File: src/wccs_pkg.sv
`timescale 1ns / 1ps
// ----------------------------------------------------------------------------
// wccs_pkg: shared types and constants of the wake/command sequencer
// Item and result payloads, configuration registers, command and outcome
// codes, and the command decode used when a command is executed.
// ----------------------------------------------------------------------------
package wccs_pkg;

	// Configuration register indexes
	localparam int CfgIndexW = 2;
	typedef enum logic [CfgIndexW-1:0] {
		CFG_WAKE_FRAMES    = 2'd0,
		CFG_COMMAND_FRAMES = 2'd1,
		CFG_LISTEN_WINDOW  = 2'd2,
		CFG_COOLDOWN       = 2'd3
	} cfg_index_t;

	localparam int CfgDataW = 32;

	// Register reset values
	localparam logic [7:0]  WakeFramesRst    = 8'd3;
	localparam logic [7:0]  CommandFramesRst = 8'd3;
	localparam logic [31:0] ListenWindowRst  = 32'd5000;
	localparam logic [31:0] CooldownRst      = 32'd500;

	// Command ids carried by a classifier result
	typedef enum logic [2:0] {
		CMD_NONE      = 3'd0,
		CMD_LIGHT_ON  = 3'd1,
		CMD_LIGHT_OFF = 3'd2,
		CMD_FAN_ON    = 3'd3,
		CMD_FAN_OFF   = 3'd4,
		CMD_OTHER     = 3'd5
	} cmd_id_t;

	// Outcome codes of a result
	typedef enum logic [2:0] {
		OUT_NOTHING    = 3'd0,
		OUT_NO_COMMAND = 3'd1,
		OUT_LIGHT_ON   = 3'd2,
		OUT_LIGHT_OFF  = 3'd3,
		OUT_FAN_ON     = 3'd4,
		OUT_FAN_OFF    = 3'd5,
		OUT_UNKNOWN    = 3'd6
	} outcome_t;

	typedef struct packed {
		logic [7:0]  wake_frames_needed;
		logic [7:0]  command_frames_needed;
		logic [31:0] listen_window_ms;
		logic [31:0] cooldown_ms;
	} cfg_t;

	typedef struct packed {
		logic        mode;
		logic [31:0] now_ms;
		logic        is_wake;
		logic        has_command;
		logic [7:0]  label_id;
		logic [2:0]  command_id;
	} item_t;

	typedef struct packed {
		logic       timed_out;
		logic       wake_activated;
		logic [2:0] command_outcome;
		logic       light_level;
		logic       fan_level;
		logic       listening;
	} result_t;

	// Outcome of executing a command id; ids above the known set are unknown
	function automatic logic [2:0] cmd_outcome(input logic [2:0] cmd);
		logic [2:0] res;
		unique case (cmd)
			CMD_NONE:      res = OUT_NO_COMMAND;
			CMD_LIGHT_ON:  res = OUT_LIGHT_ON;
			CMD_LIGHT_OFF: res = OUT_LIGHT_OFF;
			CMD_FAN_ON:    res = OUT_FAN_ON;
			CMD_FAN_OFF:   res = OUT_FAN_OFF;
			default:       res = OUT_UNKNOWN;
		endcase
		return res;
	endfunction

endpackage

File: src/wccs_core.sv
`timescale 1ns / 1ps
// ----------------------------------------------------------------------------
// wccs_core: sequencer state and per-item update
// Holds the listen state, wake and command counters and output levels.
// Computes the result of the item in the input register; the state moves
// on when that item advances into the result register.
// ----------------------------------------------------------------------------
module wccs_core (
	input  logic              clk,
	input  logic              arst_n,
	input  logic              step,
	input  wccs_pkg::item_t   item_s1,
	input  wccs_pkg::cfg_t    cfg,
	output wccs_pkg::result_t res
);
	import wccs_pkg::*;

	logic        active_q;
	logic [31:0] act_time_q;
	logic        wake_pend_q;
	logic [7:0]  wake_cnt_q;
	logic        cmd_pend_q;
	logic [7:0]  cmd_label_q;
	logic [2:0]  cmd_action_q;
	logic [7:0]  cmd_cnt_q;
	logic        light_q;
	logic        fan_q;

	logic        active_d;
	logic [31:0] act_time_d;
	logic        wake_pend_d;
	logic [7:0]  wake_cnt_d;
	logic        cmd_pend_d;
	logic [7:0]  cmd_label_d;
	logic [2:0]  cmd_action_d;
	logic [7:0]  cmd_cnt_d;
	logic        light_d;
	logic        fan_d;

	logic [31:0] elapsed;
	logic        timeout;
	logic        wake_conf;
	logic        cmd_conf;
	logic [2:0]  outcome;

	// Modular time since activation
	assign elapsed = item_s1.now_ms - act_time_q;
	assign timeout = active_q && (elapsed >= cfg.listen_window_ms);

	// Next state and result of the current item
	always_comb begin
		active_d     = active_q;
		act_time_d   = act_time_q;
		wake_pend_d  = wake_pend_q;
		wake_cnt_d   = wake_cnt_q;
		cmd_pend_d   = cmd_pend_q;
		cmd_label_d  = cmd_label_q;
		cmd_action_d = cmd_action_q;
		cmd_cnt_d    = cmd_cnt_q;
		light_d      = light_q;
		fan_d        = fan_q;
		wake_conf    = 1'b0;
		cmd_conf     = 1'b0;
		outcome      = OUT_NOTHING;

		// timeout is checked first and leaves the block idle
		if (timeout) begin
			active_d     = 1'b0;
			wake_pend_d  = 1'b0;
			wake_cnt_d   = 8'd0;
			cmd_pend_d   = 1'b0;
			cmd_label_d  = 8'd0;
			cmd_action_d = CMD_NONE;
			cmd_cnt_d    = 8'd0;
		end

		if (item_s1.mode) begin
			if (!active_d) begin
				// idle: count wake frames, saturating
				if (!item_s1.is_wake) begin
					wake_pend_d = 1'b0;
					wake_cnt_d  = 8'd0;
				end else if (!wake_pend_d) begin
					wake_pend_d = 1'b1;
					wake_cnt_d  = 8'd1;
					wake_conf   = cfg.wake_frames_needed <= 8'd1;
				end else begin
					if (wake_cnt_d < cfg.wake_frames_needed)
						wake_cnt_d = wake_cnt_d + 8'd1;
					wake_conf = wake_cnt_d >= cfg.wake_frames_needed;
				end
				if (wake_conf) begin
					active_d     = 1'b1;
					act_time_d   = item_s1.now_ms;
					wake_pend_d  = 1'b0;
					wake_cnt_d   = 8'd0;
					cmd_pend_d   = 1'b0;
					cmd_label_d  = 8'd0;
					cmd_action_d = CMD_NONE;
					cmd_cnt_d    = 8'd0;
				end
			end else if ((elapsed >= cfg.cooldown_ms) && !item_s1.is_wake) begin
				// listening past cooldown: count same-label commands
				if (!item_s1.has_command) begin
					cmd_pend_d   = 1'b0;
					cmd_label_d  = 8'd0;
					cmd_action_d = CMD_NONE;
					cmd_cnt_d    = 8'd0;
				end else if (!cmd_pend_d || (cmd_label_d != item_s1.label_id)) begin
					cmd_pend_d   = 1'b1;
					cmd_label_d  = item_s1.label_id;
					cmd_action_d = item_s1.command_id;
					cmd_cnt_d    = 8'd1;
					cmd_conf     = cfg.command_frames_needed <= 8'd1;
				end else begin
					if (cmd_cnt_d < cfg.command_frames_needed)
						cmd_cnt_d = cmd_cnt_d + 8'd1;
					cmd_action_d = item_s1.command_id;
					cmd_conf     = cmd_cnt_d >= cfg.command_frames_needed;
				end
				if (cmd_conf) begin
					outcome = cmd_outcome(cmd_action_d);
					unique case (cmd_action_d)
						CMD_LIGHT_ON:  light_d = 1'b1;
						CMD_LIGHT_OFF: light_d = 1'b0;
						CMD_FAN_ON:    fan_d   = 1'b1;
						CMD_FAN_OFF:   fan_d   = 1'b0;
						default: ;
					endcase
					active_d     = 1'b0;
					wake_pend_d  = 1'b0;
					wake_cnt_d   = 8'd0;
					cmd_pend_d   = 1'b0;
					cmd_label_d  = 8'd0;
					cmd_action_d = CMD_NONE;
					cmd_cnt_d    = 8'd0;
				end
			end
		end
	end

	// Result fields
	always_comb begin
		res.timed_out       = timeout;
		res.wake_activated  = wake_conf;
		res.command_outcome = outcome;
		res.light_level     = light_d;
		res.fan_level       = fan_d;
		res.listening       = active_d;
	end

	// State registers, updated as the item advances
	always_ff @(posedge clk or negedge arst_n) begin
		if (!arst_n) begin
			active_q     <= 1'b0;
			act_time_q   <= 32'd0;
			wake_pend_q  <= 1'b0;
			wake_cnt_q   <= 8'd0;
			cmd_pend_q   <= 1'b0;
			cmd_label_q  <= 8'd0;
			cmd_action_q <= CMD_NONE;
			cmd_cnt_q    <= 8'd0;
			light_q      <= 1'b0;
			fan_q        <= 1'b0;
		end else if (step) begin
			active_q     <= active_d;
			act_time_q   <= act_time_d;
			wake_pend_q  <= wake_pend_d;
			wake_cnt_q   <= wake_cnt_d;
			cmd_pend_q   <= cmd_pend_d;
			cmd_label_q  <= cmd_label_d;
			cmd_action_q <= cmd_action_d;
			cmd_cnt_q    <= cmd_cnt_d;
			light_q      <= light_d;
			fan_q        <= fan_d;
		end
	end

endmodule

File: src/wake_command_confirm_sequencer.sv
`timescale 1ns / 1ps
// ----------------------------------------------------------------------------
// wake_command_confirm_sequencer: wake word and command confirmation
//
// Usage: each input item on item/item_valid/item_stall is one time tick,
// optionally with a keyword-classifier result (mode = 1). For every item the
// block returns exactly one result on result/result_valid/result_stall:
// timeout and wake flags, the executed command outcome, the light and fan
// levels and whether the block is listening.
// Pipeline: an accepted item is registered in the item register, processed
// by the core and its result is registered in the result register once that
// register is free (two register stages). Throughput: one item per cycle
// while no result is stalled, set by the state update between the registers.
// Stall: when result_stall holds a waiting result, the item register still
// takes one more item; item_stall rises only when both stages are full.
// Configuration: cfg_we/cfg_index/cfg_data write one register per cycle;
// the user must write them only while the block is idle, which the block
// does not enforce. Reset clears all state and loads the register defaults.
// ----------------------------------------------------------------------------
module wake_command_confirm_sequencer (
	input  logic                                clk,
	input  logic                                arst_n,
	input  logic                                item_valid,
	output logic                                item_stall,
	input  wccs_pkg::item_t                     item,
	output logic                                result_valid,
	input  logic                                result_stall,
	output wccs_pkg::result_t                   result,
	input  logic                                cfg_we,
	input  logic [wccs_pkg::CfgIndexW-1:0]      cfg_index,
	input  logic [wccs_pkg::CfgDataW-1:0]       cfg_data
);
	import wccs_pkg::*;

	cfg_t    cfg_q;
	item_t   item_s1;
	logic    valid_s1;
	result_t result_s2;
	logic    valid_s2;
	result_t res_d;
	logic    out_free;
	logic    step;

	// Configuration registers
	always_ff @(posedge clk or negedge arst_n) begin
		if (!arst_n) begin
			cfg_q.wake_frames_needed    <= WakeFramesRst;
			cfg_q.command_frames_needed <= CommandFramesRst;
			cfg_q.listen_window_ms      <= ListenWindowRst;
			cfg_q.cooldown_ms           <= CooldownRst;
		end else if (cfg_we) begin
			unique case (cfg_index_t'(cfg_index))
				CFG_WAKE_FRAMES:    cfg_q.wake_frames_needed    <= cfg_data[7:0];
				CFG_COMMAND_FRAMES: cfg_q.command_frames_needed <= cfg_data[7:0];
				CFG_LISTEN_WINDOW:  cfg_q.listen_window_ms      <= cfg_data;
				CFG_COOLDOWN:       cfg_q.cooldown_ms           <= cfg_data;
				default: ;
			endcase
		end
	end

	// Handshake: result register frees up when empty or taken
	assign out_free   = !valid_s2 || !result_stall;
	assign step       = valid_s1 && out_free;
	assign item_stall = valid_s1 && !out_free;

	// Item register
	always_ff @(posedge clk or negedge arst_n) begin
		if (!arst_n)
			valid_s1 <= 1'b0;
		else if (!item_stall)
			valid_s1 <= item_valid;
	end

	always_ff @(posedge clk) begin
		if (item_valid && !item_stall)
			item_s1 <= item;
	end

	wccs_core u_core (
		.clk     (clk),
		.arst_n  (arst_n),
		.step    (step),
		.item_s1 (item_s1),
		.cfg     (cfg_q),
		.res     (res_d)
	);

	// Result register
	always_ff @(posedge clk or negedge arst_n) begin
		if (!arst_n)
			valid_s2 <= 1'b0;
		else if (out_free)
			valid_s2 <= valid_s1;
	end

	always_ff @(posedge clk) begin
		if (step)
			result_s2 <= res_d;
	end

	assign result_valid = valid_s2;
	assign result       = result_s2;

endmodule

File: config.mk
export PLATFORM = sky130hd
export DESIGN_NAME = wake_command_confirm_sequencer
export DESIGN_NICKNAME = d
export VERILOG_FILES = /design/src/wccs_pkg.sv /design/src/wccs_core.sv /design/src/wake_command_confirm_sequencer.sv
export SDC_FILE = /design/constraint.sdc
export NUM_CORES = 1
export LEC_CHECK = 0
export ABC_AREA = 1
export BUFFER_PORTS_ARGS = -buffer_cell sky130_fd_sc_hd__buf_2
export CAP_MARGIN = 20
export CORE_UTILIZATION = 60
export CTS_CLUSTER_DIAMETER = 150
export DETAILED_ROUTE_END_ITERATION = 10
export PLACE_DENSITY = 0.79
export SLEW_MARGIN = 40
export SYNTH_ARGS = -nofsm -noshare
export SYNTH_HDL_FRONTEND = slang
export SYNTH_HIERARCHICAL = 1
export SYNTH_SLANG_ARGS = --single-unit
File: constraint.sdc
create_clock -name clk -period 7.6 [get_ports clk]
set_clock_uncertainty 0.2 [all_clocks]
set_input_delay 0.76 -clock clk [delete_from_list [all_inputs] [get_ports clk]]
set_output_delay 0.76 -clock clk [all_outputs]
set_load 0.02 [all_outputs]
Yosys cells after proc, flatten, opt, wreduce, memory -nomap -nowiden. Index checks and enable logic that the tools add are counted.

Register bits: 197. Bits in latches: 0. RAM bits: 0. Memory bits (read-only): 0. Input bits: 85. Memories kept: 0.

$add $sub $neg: 3. Multiply operators: 0. Div/mod/pow operators: 0. Order comparisons: 8. Equality and inequality tests: 8. Shifts and indexed selects: 0. Multiplexer cells: 80. Bitwise operators: 2. Reduce and logical (&&, ||, !) cells: 22.

Operator list (count): $mux 8 (35); $ge 32x32->1 (2); $mux 1 (38); $sub 32x32->32 (1); $add 8x1->8 const B (2); $ge 8x8->1 (2); $le 8x1->1 const B (2); $lt 8x8->1 (2); $pmux 3 s5 (1); $mux 3 (4); $ne 8x8->1 (1); $reduce_and 2->1 (4); $reduce_and 4->1 (2); $eq 3x2->1 const B (2); $logic_not 1->1 (6); $logic_and 1x1->1 (5); $eq 2x2->1 const B (2); $pmux 1 s2 (2); $eq 3x1->1 const B (1); $eq 3x3->1 const B (1); $logic_not 3->1 (1); $eq 2x1->1 const B (1); $logic_not 2->1 (1); $logic_or 1x1->1 (2); other kinds (2) (3).

Depth between registers and ports, before layout. Gate-level depths: netlist of the first run.

Depth in word-level cells: 21. Depth in mapped cells: 54.

Cells and area by module. Netlist of the first run, hierarchy kept.

By module, submodules not included: wccs_core (instances 1, cells an instance 1195, area each 7837.5 um2); wake_command_confirm_sequencer (instances 1, cells an instance 424, area each 4992.3 um2).

Least setup slack after synthesis of the first run. Ideal clock, no wire load.

Path kind: reg2reg. Start: reg item_s1[15] (netlist name). End: reg result_s2, in the netlist result[1] (data pin). Library setup time: 0.251 ns. Arrival: 6.188 ns. Required time: 7.149 ns. Setup slack: 0.961 ns. Stages on the path, launching flop included: 48. Path buffers: 2. Cells stage by stage: edfxtp_1 ha_1 nand3_1 nand2_1 a31oi_1 o21ai_0 a21oi_1 o21ai_0 nand3_1 nand2_1 nand2_1 nand2_1 nand3_1 nand2_1 nand3_1 nand2_1 xor2_1 ha_1 [... 12 more ...] a211oi_1 nand2_2 inv_1 nand2_1 nand2_1 inv_1 ha_1 a21oi_1 o21ai_0 nor3_1 nand3_2 nand4_4 inv_2 nand2_2 nor2_4 nand2_2 nand2_2 buf_4.

Word-level cells in the longest chain between the ends: 21. Elaborated cells between the ends (all ways): 30. Those cells by class: 2 x add/sub; 4 x order compare; 1 x eq/ne; 19 x mux; 4 x reduce/logical.

Ends and longest elaborated chain: $sub 32x32->32 (*) (RTL line wccs_core.sv:47) `assign elapsed = item_s1.now_ms - act_time_q;`; $ge 32x32->1 (RTL line wccs_core.sv:48) `assign timeout = active_q && (elapsed >= cfg.listen_window_ms);`; $logic_and 1x1->1 (RTL line wccs_core.sv:48); $mux 8 (RTL line wccs_core.sv:67) `if (timeout) begin`; $add 8x1->8 / $lt 8x8->1 (equally long branches) (RTL line wccs_core.sv:117, wccs_core.sv:116); $mux 8 (RTL line wccs_core.sv:116) `if (cmd_cnt_d < cfg.command_frames_needed)`; $mux 8 (RTL line wccs_core.sv:109) `end else if (!cmd_pend_d || (cmd_label_d != item_s1.label_id)) begin`; $mux 8 (RTL line wccs_core.sv:104) `if (!item_s1.has_command) begin`; [... 6 more ...]; $mux 1 (RTL line wccs_core.sv:102) `end else if ((elapsed >= cfg.cooldown_ms) && !item_s1.is_wake) begin`; $mux 1 (RTL line wccs_core.sv:78) `if (!active_d) begin`; $mux 1 (RTL line wccs_core.sv:77) `if (item_s1.mode) begin`; $mux 1 (RTL line wccs_core.sv:121) `if (cmd_conf) begin`; $mux 1 (RTL line wccs_core.sv:102); $mux 1 (*) (RTL line wccs_core.sv:78); $mux 1 (*) (RTL line wccs_core.sv:77); via u_core.fan_d (RTL line wccs_core.sv:38) `logic fan_d;`; to (signal assigned) (RTL line wake_command_confirm_sequencer.sv:99) `result_s2 <= res_d;`; to (decl) (RTL line wake_command_confirm_sequencer.sv:38) `result_t result_s2;`.

The timed path passes the listed nets; every way through them passes the cells marked *. The select of a mux whose other input is x is not followed. A chain may end at the register's enable or synchronous reset.

==> results.json, run 1 <==
{
  "cp-endpoint": "u_core/act_time_q[31]$_DFFE_PN0P_",
  "wl_met2_um": 15880,
  "grt_usage_pct": 29.40,
  "layout_min_cycle_time_ns": 7.203,
  "tightest_slew_ns": 0.7753,
  "worstSetupEndpointType": "flop",
  "place.gp.congestion": 0.9386,
  "yosysTopAreaCellShare_pct": 24.97,
  "critPathMaxFanout": 32,
  "syn_inst": 1619,
  "layout_common_cells": "nand2_1, inv_1, a21oi_1",
  "whs_ns": 0.08411,
  "fp.dieH_um": 148.2,
  "yosys.area.top_type": "dfrtp_1",
  "fin_crit_sh_pct": 94.78,
  "synth_edf_count": 54,
  "grt_pass1_vias": 11050,
  "drc": 0,
  "max_stage_delay_ns": 0.45,
  "grt_pass1_wl_um": 51610,
  "slew_headroom_pct": 48.31,
  "r2r-end": "u_core/act_time_q[31]$_DFFE_PN0P_",
  "antenna_found_initial": 0,
  "r2r_slack_ns": 0.40,
  "port_buffers": 94,
  "crit_path_frequent_cell": "nand2_1",
  "clk_pin_slew_ns": 0.08,
  "final_common_cell": "nand2_1",
  "start_util_pct": 61.03,
  "setup_viol": 0,
  "async_reset_ff_share_pct": 72.59,
  "drv_cap": 0,
  "max_freq_ghz": 0.1388,
  "root_buffer": "clkbuf_16",
  "fin_setup_tns_ns": 0,
  "maxSlewViolCount": 0,
  "synthDistinctLibCells": 48,
  "viasPerCell": 5.721,
  "crit_start": "item_s1[15]$_DFFE_PP_",
  "startpoint_type": "flop",
  "ys_seq_elements": 197,
  "cts_inserted_buffers": 17,
  "met3_length_um": 1797,
  "rows": 53,
  "die_area_sq_mm": 0.02197,
  "hp-class": "input port to async pin",
  "yosysSeqAreaShare_pct": 40.68,
  "drtAntennaViolNets": 0,
  "drt_iter0_markers": 743,
  "reg2reg_depth": 46,
  "critical_path_arrival_ns": 7.33,
  "hpwl_um": 21920,
  "ys.flop_type": "dfrtp_1",
  "drive_gt1_share_pct": 13.74,
  "run_status": "finished clean",
  "grt_remaining_overflow": 0,
  "cts_max_level": 4,
  "worstSetupPathType": "flop to flop",
  "wl_per_cell_um": 16.04,
  "num_vias": 11400,
  "drt_wl_total_um": 31950,
  "io_pins": 95,
  "cts.sinks": 197,
  "cts_buffer_depth": 2,
  "dr.max_layer_used": "met4",
  "cp_data_required_time_ns": 7.73,
  "cts_tree": "done",
  "power_density_mw_per_mm2": 394.0,
  "timing.rr.start": "item_s1[15]$_DFFE_PP_",
  "synth_nets": 1832,
  "antenna_cells": 0,
  "holdBufCountCts": 0,
  "core_sq_mm": 0.02102,
  "area_growth_pct": 12.49,
  "power_leakage_nw": 7.393,
  "syn-cell-area_sq_mm": 0.01283,
  "nNetsFinal": 1917,
  "die_x_um": 148.2,
  "syn_avg_cell_area_sq_um": 7.925,
  "ir_worst_vdd_mv": 0.1779,
  "grt_start_max_net_pins": 93,
  "dr.pass1.iters": 7,
  "slowest_stage": "edfxtp_1",
  "synth_area_leaders": "dfrtp_1, nand2_1, edfxtp_1",
  "clock_latency_ns": 0.45,
  "hold_violations": 0,
  "wl_met1_um": 13400,
  "synth_warnings": 6
}
## metal layers
layer / vias up / GRT usage (%)
li1: 5540 / -
met1: 5381 / 37.41
met2: 411 / 49.95
met3: 64 / 3.988
met4: 0 / 13.25
met5: - / 0
## report_power, final
group	total, mW	switching (mW)	internal [mW]
sequential	1.46	0.132	1.32
clock	0.884	0.446	0.438
combinational	3.35	2.06	1.29
## worst min path at each step
stage,cells after the start,startpoint,to
2_1_floorplan,2,cfg_q[33]$_DFFE_PN0P_,cfg_q[33]$_DFFE_PN0P_
3_3_place_gp,2,cfg_q[41]$_DFFE_PN1P_,cfg_q[41]$_DFFE_PN1P_
3_5_place_dp,2,cfg_q[40]$_DFFE_PN1P_,cfg_q[40]$_DFFE_PN1P_
4_1_cts,1,arst_n,cfg_q[0]$_DFFE_PN0P_
5_1_grt,1,arst_n,u_core/act_time_q[1]$_DFFE_PN0P_
6_report,1,arst_n,u_core/act_time_q[1]$_DFFE_PN0P_
## repair_timing
action	in CTS	in global routing
pin swaps	0	7
buffers inserted	0	9
resized for setup	1	45
endpoints found under the setup margin	2	68
cloned	0	1
## flip-flops by register name, indices dropped and copies added, names as in the netlist, 8 cells and up
signal              cells
item_s1                46
u_core/act_time_q      32
result                  8
u_core/cmd_cnt_q        8
u_core/wake_cnt_q       8
u_core/cmd_label_q      8
cfg_q                  80
## Yosys cell counts (3+ instances only)
library cell  count
buf_4             6
o211ai_1          5
nand3_1          54
buf_2            23
o21a_1            4
o21bai_1          7
ha_1            127
dfrtp_1         128
o22ai_1           9
nand4_1          89
a31oi_1          20
edfxtp_1         54
o21ai_0          35
nor2_1           89
nand2_2          12
dfstp_2          15
nor2_2            3
nand3_2           3
nor3_1            9
a211oi_1          3
nand2_1         475
inv_2             5
clkbuf_1         26
xor2_1           31
xnor2_1          12
o21ai_1           9
buf_1             4
a21oi_1         133
clkinv_1          5
nor4_1            4
inv_1           197
## critical path: cells and delay by family (launching register included)
family	cells	cell delay (ns)
AO/OA/AOI/OAI	16	2.31
XOR/XNOR	1	0.15
adder cells (fa/ha/maj)	4	1.15
buffers and inverters	6	0.64
flip-flops	1	0.45
multiplexers	1	0.28
AND/OR/NAND/NOR	18	1.89
## cell families (layout without fill, tap and decap cells)
family	after synthesis	in the layout	synth area share [%]
flops	197	197	40.68
fa+ha+maj	128	128	12.54
compound gates	234	234	10.03
mux	1	1	0.08776
buf+inv	268	366	8.426
xor+xnor	43	43	2.935
simple gates	748	748	25.31
## metrics by stage
stage               utilization [%]  power [mW]  instance area [sq um]  setup slack, ns  std cells
detailed placement            64.41       4.529                  13540          0.03347       1950
floorplan                         -       3.755                  12830           0.9605       1619
finish                        68.66       5.686                  14430           0.3968       1992
CTS                           67.11       5.443                  14110          0.07667       1982
global route                  68.66       6.184                  14430         -0.08533       1992
global placement              64.38       4.395                  13530           0.1760       1950
## final cells by class
| type | instances | area (sq um) |
|---|---|---|
| Multi-Input combinational cell | 1154 | 6756 |
| Fill cell | 1671 | 6589 |
| Sequential cell | 197 | 5219 |
| Inverter | 207 | 784.5 |
| Timing Repair Buffer | 127 | 762.0 |
| Clock buffer | 18 | 429.2 |
| Tap cell | 275 | 344.1 |
| Clock inverter | 14 | 137.6 |
(Power assumes the default switching activity.)
==> inputs of run 2 (changes only) <==
ABC_AREA = default   (was 1)
==> run 2 against run 1 <==
- the flow now finishes with violations (negative setup slack)
- maximum frequency decreased by 11%
- wire length decreased by 4.2%
- flip-flop and latch count unchanged
- cell count decreased by 16%
- critical path depth decreased by 6
==> results.json, run 2 <==
{
  "run_status": "finished with violations",
  "violations": "negative setup slack",
  "synth-simple-area-share_pct": 10.18,
  "slew_headroom_pct": 51.31,
  "synth_compound_area_share_pct": 13.90,
  "yosysSeqAreaShare_pct": 42.23,
  "power_mw": 4.521,
  "final_common_cell": "buf_4",
  "hp-class": "input port to async pin",
  "grt_remaining_overflow": 0,
  "syn_avg_cell_area_sq_um": 10.88,
  "ys_seq_elements": 197,
  "antenna_found_initial": 0,
  "synth_area_leaders": "dfrtp_1, edfxtp_1, ha_1",
  "start_util_pct": 61.08,
  "drv_cap": 0,
  "placed_cell_area_sq_mm": 0.01407,
  "drc": 0,
  "drt_wl_total_um": 30610,
  "ir_worst_vdd_mv": 0.1531,
  "yosys.cell_count.top_type": "inv_1",
  "clockPowerShare_pct": 21.8,
  "reg2reg_depth": 40,
  "antenna_cells": 0,
  "fp.dieH_um": 145.5,
  "syn-cell-area_sq_mm": 0.01236,
  "ys.flop_type": "dfrtp_1",
  "grt_pass1_vias": 9871,
  "synth_edf_count": 54,
  "synth_common_cells": "inv_1, dfrtp_1, ha_1, mux2_2, nor2_1",
  "regMostFlops": "cfg_q",
  "maxSlewViolCount": 0,
  "yosys.area.top_type": "dfrtp_1",
  "rsz0062_at_grt": "yes",
  "fillers": 1248,
  "port_buffers": 94,
  "cts.sinks": 197,
  "dr.pass1.iters": 5,
  "cts_inserted_buffers": 17,
  "drt_iter0_markers": 518,
  "core_sq_mm": 0.02023,
  "tightest_slew_ns": 0.7304,
  "grt_pass1_wl_um": 48780,
  "drtAntennaViolNets": 0,
  "max_freq_ghz": 0.1232,
  "hold_violations": 0,
  "drive_gt1_share_pct": 37.30,
  "fin_crit_sh_pct": 106.8,
  "p_sw_share_pct": 37.84,
  "layout_common_cells": "buf_4, inv_1, dfrtp_1",
  "num_vias": 9670,
  "cts_max_level": 4,
  "grt_start_max_net_pins": 87,
  "power_density_mw_per_mm2": 290.9,
  "worstSetupEndpointType": "flop",
  "synth_top_family_by_area": "compound AO/OA/AOI/OAI gates",
  "viasPerCell": 5.773,
  "cp_data_required_time_ns": 7.78,
  "reg_top3": "cfg_q x80, item_s1 x46, u_core/act_time_q x32",
  "rows": 52,
  "die_x_um": 145.5,
  "layout_min_cycle_time_ns": 8.116,
  "synth_xor_area_share_pct": 3.260,
  "clock_latency_ns": 0.45,
  "async_reset_ff_share_pct": 72.59,
  "worstSetupPathType": "flop to flop",
  "wl_per_cell_um": 18.27,
  "cts_tree": "done",
  "critical_path_arrival_ns": 8.30,
  "synth.area.mux_share_pct": 11.60,
  "grt_usage_pct": 29.17,
  "cts_buffer_depth": 2,
  "internal_power_mw": 2.810,
  "startpoint_type": "flop",
  "yosysTopAreaCellShare_pct": 25.92,
  "slowest_stage": "or4b_1",
  "holdBufCountCts": 0,
  "syn_inst": 1136,
  "setup_viol": 68,
  "root_buffer": "clkbuf_16",
  "die_area_sq_mm": 0.02118,
  "final.setup.worst_slack_ns": -0.5162,
  "final_cell_area_sq_mm": 0.01554,
  "largest_reg_flops": 80,
  "clk_pin_slew_ns": 0.08,
  "power_leakage_nw": 7.384,
  "place.gp.congestion": 0.9069,
  "area_growth_pct": 25.74,
  "synth_nets": 1349,
  "hpwl_um": 21140,
  "yosys.area_share.adder_pct": 13.02,
  "critPathMaxFanout": 4,
  "nNetsFinal": 1605,
  "pwr-share-comb_pct": 47.5,
  "max_stage_delay_ns": 0.57,
  "io_pins": 95,
  "p_sw_mw": 1.711,
  "synthDistinctLibCells": 84,
  "synth_warnings": 6,
  "pwr-share-seq_pct": 30.6
}
## run 2: repair_timing
action,in CTS,in global routing
resized for setup,57,50
endpoints found under the setup margin,68,68
pin swaps,46,21
cloned,3,0
setup buffers,29,15
endpoints found under the hold margin,0,0
## run 2: final cells by class
| class | instances | area (sq um) | share of cell area (%) |
|---|---|---|---|
| inverters | 147 | 551.8 | 3.550 |
| multi-input cells | 770 | 6957 | 44.76 |
| flip-flops and latches | 197 | 5219 | 33.58 |
| clock buffers | 17 | 425.4 | 2.737 |
| clock inverters | 15 | 231.5 | 1.489 |
| well taps | 270 | 337.8 | 2.174 |
| repair buffers | 259 | 1819 | 11.71 |
## run 2: cell families (layout without fill, tap and decap cells)
| group | after synthesis | count (layout) |
|---|---|---|
| and+or+nand+nor | 235 | 235 |
| xor gates and xnor gates | 46 | 46 |
| muxes | 116 | 117 |
| AOI/OAI and AO/OA | 243 | 244 |
| buffers and inverters | 171 | 438 |
| DFF | 197 | 197 |
| adders and majority gates | 128 | 128 |
## run 2: stage by stage
step / setup TNS [ns] / instances / setup slack (ns) / hold slack (ns) / utilization, %
final: -29.05 / 1675 / -0.5162 / 0.1682 / 76.81
after global routing: -50.21 / 1675 / -0.8420 / 0.2184 / 76.81
after CTS: -14.92 / 1664 / -0.3256 / 0.2037 / 75.33
after detailed placement: -29.93 / 1601 / -0.6221 / 0.2588 / 69.55
after global placement: -17.79 / 1601 / -0.4852 / 0.2514 / 69.55
after floorplan: -0.05318 / 1136 / -0.05318 / 0.2434 / -
## run 2: final timing paths
kind	from	endpoint	slack, ns
min in group clk	valid_s1$_DFFE_PN0N_	result_valid$_DFFE_PN0P_	0.27
hold / removal	arst_n	cfg_q[9]$_DFFE_PN0P_	0.17
hold reg to reg	valid_s1$_DFFE_PN0N_	result_valid$_DFFE_PN0P_	0.27
max in group asynchronous	arst_n	u_core/act_time_q[24]$_DFFE_PN0P_	6.04
setup / recovery	item_s1[13]$_DFFE_PP_	u_core/cmd_cnt_q[2]$_DFFE_PN0P_	-0.52
setup reg to reg	item_s1[13]$_DFFE_PP_	u_core/cmd_cnt_q[2]$_DFFE_PN0P_	-0.52
## run 2: routing by layer
metal / vias to the layer above / GRT usage (%) / wire, um
li1: 4606 / - / -
met1: 4731 / 35.63 / 12970
met2: 258 / 50.50 / 15400
met3: 75 / 5.047 / 1145
met4: 0 / 13.42 / 1100
met5: - / 0 / 0
## run 2: power groups by stage
stage          combinational [mW]  clock, mW  sequential, mW
2_1_floorplan                1.31          0            1.36
3_3_place_gp                 1.86          0            1.39
3_5_place_dp                 1.92          0            1.40
4_1_cts                      2.04       1.00            1.38
5_1_grt                      2.36       1.04            1.40
6_report                     2.15      0.987            1.39
## run 2: critical path: cells and delay by family (launching register included)
kind | cells | cell delay [ns]
flip-flops | 1 | 0.40
AND/OR/NAND/NOR | 9 | 1.64
XOR/XNOR | 2 | 0.37
AO/OA/AOI/OAI | 19 | 3.61
adder cells (fa/ha/maj) | 5 | 1.37
buffers and inverters | 5 | 0.44
==> inputs of run 3 (changes only) <==
CORE_UTILIZATION = 45   (was 60)
CTS_BUF_LIST = sky130_fd_sc_hd__clkbuf_4 sky130_fd_sc_hd__clkbuf_8 sky130_fd_sc_hd__clkbuf_16   (was default)
PLACE_DENSITY = 0.62   (was 0.79)
==> run 3 against run 2 <==
- the run still ends with negative setup slack left
- register-to-register slack better by 0.08 ns
- global-route usage is 7.6 points lower
- maximum frequency is 0.99% higher
- non-clock buffer count is 5 lower
- count of clock-buffer cells in the layout is 3 higher
- critical path type unchanged
- largest power group unchanged
- highest routed layer unchanged
==> results.json, run 3 (synthesis gave the netlist of run 2 again) <==
{
  "drv_cap": 0,
  "worstSetupPathType": "flop to flop",
  "clk_pin_slew_ns": 0.08,
  "hpwl_um": 21490,
  "grt_start_max_net_pins": 77,
  "fp.dieH_um": 167.7,
  "drtAntennaViolNets": 0,
  "path_buf_inv": 3,
  "clock_latency_ns": 0.44,
  "pwr-share-comb_pct": 47.5,
  "grt_pass1_wl_um": 47920,
  "final_cell_area_sq_mm": 0.01551,
  "die_area_sq_mm": 0.02813,
  "grt_usage_pct": 21.57,
  "multi_input_area_sq_mm": 0.006905,
  "critPathMaxFanout": 6,
  "power_leakage_nw": 7.347,
  "wl_per_cell_um": 16.98,
  "place.gp.congestion": 0.9038,
  "critical_path_arrival_ns": 8.21,
  "worstSetupEndpointType": "flop",
  "finalNonFillerCells": 1740,
  "path_delay_family": "compound AO/OA/AOI/OAI gates",
  "nNetsFinal": 1599,
  "cp.depth": 36,
  "num_vias": 9339,
  "dr.pass1.iters": 5,
  "run_status": "finished with violations",
  "root_buffer": "clkbuf_16",
  "max_stage_delay_ns": 0.47,
  "fillers": 2290,
  "violations": "negative setup slack",
  "ir_worst_vdd_mv": 0.1531,
  "slowest_stage": "o41a_1",
  "dp_cells": 1674,
  "power_density_mw_per_mm2": 284.4,
  "die_x_um": 167.7,
  "drt_iter0_markers": 529,
  "largest_reg_flops": 80,
  "tightest_slew_ns": 0.7194,
  "reg_top3": "cfg_q x80, item_s1 x46, u_core/act_time_q x32",
  "drc": 0,
  "cp_data_required_time_ns": 7.77,
  "area_growth_pct": 25.52,
  "antenna_cells": 0,
  "internal_power_mw": 2.764,
  "p_sw_mw": 1.648,
  "viasPerCell": 5.367,
  "cts_buffer_depth": 2,
  "pwr-share-seq_pct": 31.2,
  "startpoint_type": "flop",
  "regMostFlops": "cfg_q",
  "utilization_pct": 57.56,
  "maxSlewViolCount": 0,
  "cts_tree": "done",
  "rows": 60,
  "fin_crit_sh_pct": 105.7,
  "layout_min_cycle_time_ns": 8.036,
  "drt_wl_total_um": 29540,
  "max_freq_ghz": 0.1244,
  "power_mw": 4.413,
  "p_sw_share_pct": 37.35,
  "port_buffers": 94,
  "io_pins": 95,
  "antenna_found_initial": 0,
  "final.setup.worst_slack_ns": -0.4363,
  "grt_remaining_overflow": 0,
  "reg2reg_depth": 36,
  "drive_gt1_share_pct": 36.53,
  "grt_pass1_vias": 9481,
  "hold_violations": 0,
  "slew_headroom_pct": 52.04,
  "layout_common_cells": "buf_4, inv_1, dfrtp_1",
  "start_util_pct": 45.86,
  "whs_ns": 0.1624,
  "cts_max_level": 4,
  "core_sq_mm": 0.02695,
  "clockPowerShare_pct": 21.2,
  "holdBufCountCts": 0,
  "cts_inserted_buffers": 17,
  "hp-class": "input port to async pin",
  "crit_path_frequent_cell": "ha_4",
  "setup_viol": 67,
  "rsz0062_at_grt": "yes",
  "final_common_cell": "buf_4",
  "cts.sinks": 197,
  "seq_area_sq_mm": 0.005219,
  "placed_cell_area_sq_mm": 0.01419
}
[run 3: power groups by stage]
| stage | Combinational (mW) | Sequential [mW] | Clock [mW] |
|---|---|---|---|
| after global routing | 2.34 | 1.40 | 1.00 |
| after global placement | 1.91 | 1.39 | 0 |
| after CTS | 2.02 | 1.38 | 0.961 |
| final | 2.10 | 1.38 | 0.937 |
| after floorplan | 1.31 | 1.36 | 0 |
| after detailed placement | 1.94 | 1.40 | 0 |
[run 3: path summary, 6_finish.rpt]
path / startpoint / to / slack [ns]
worst max-delay path: item_s1[19]$_DFFE_PP_ / u_core/cmd_label_q[4]$_DFFE_PN0P_ / -0.44
worst min-delay path: arst_n / u_core/act_time_q[3]$_DFFE_PN0P_ / 0.16
worst max register to register: item_s1[19]$_DFFE_PP_ / u_core/cmd_label_q[4]$_DFFE_PN0P_ / -0.44
worst min register to register: valid_s1$_DFFE_PN0N_ / result_valid$_DFFE_PN0P_ / 0.29
max in group asynchronous: arst_n / cfg_q[54]$_DFFE_PN0P_ / 5.95
min in group clk: valid_s1$_DFFE_PN0N_ / result_valid$_DFFE_PN0P_ / 0.29
[run 3: timing repair]
action	in CTS	in global routing
pin swaps	34	32
setup endpoints to repair	68	68
buffers inserted	15	16
gates cloned	2	1
resized for setup	38	36
[run 3: final cells by class]
class,instances,share of cell area [%]
Multi-Input combinational cell,769,44.51
Sequential cell,197,33.64
Timing Repair Buffer,254,11.59
Inverter,147,3.557
Clock buffer,20,3.113
Tap cell,341,2.750
Clock inverter,12,0.8388
[run 3: through the flow]
stage	setup slack (ns)	TNS [ns]
6_report	-0.4363	-23.23
5_1_grt	-0.8482	-50.76
4_1_cts	-0.3306	-16.10
3_5_place_dp	-0.5065	-24.64
3_3_place_gp	-0.3970	-17.10
2_1_floorplan	-0.05318	-0.05318
[run 3: layer usage]
layer | vias to the layer above | wire length [um] | global-route usage (%)
li1 | 4585 | - | -
met1 | 4542 | 14120 | 29.43
met2 | 176 | 14070 | 35.85
met3 | 36 | 867 | 2.954
met4 | 0 | 491 | 5.943
met5 | - | 0 | 0
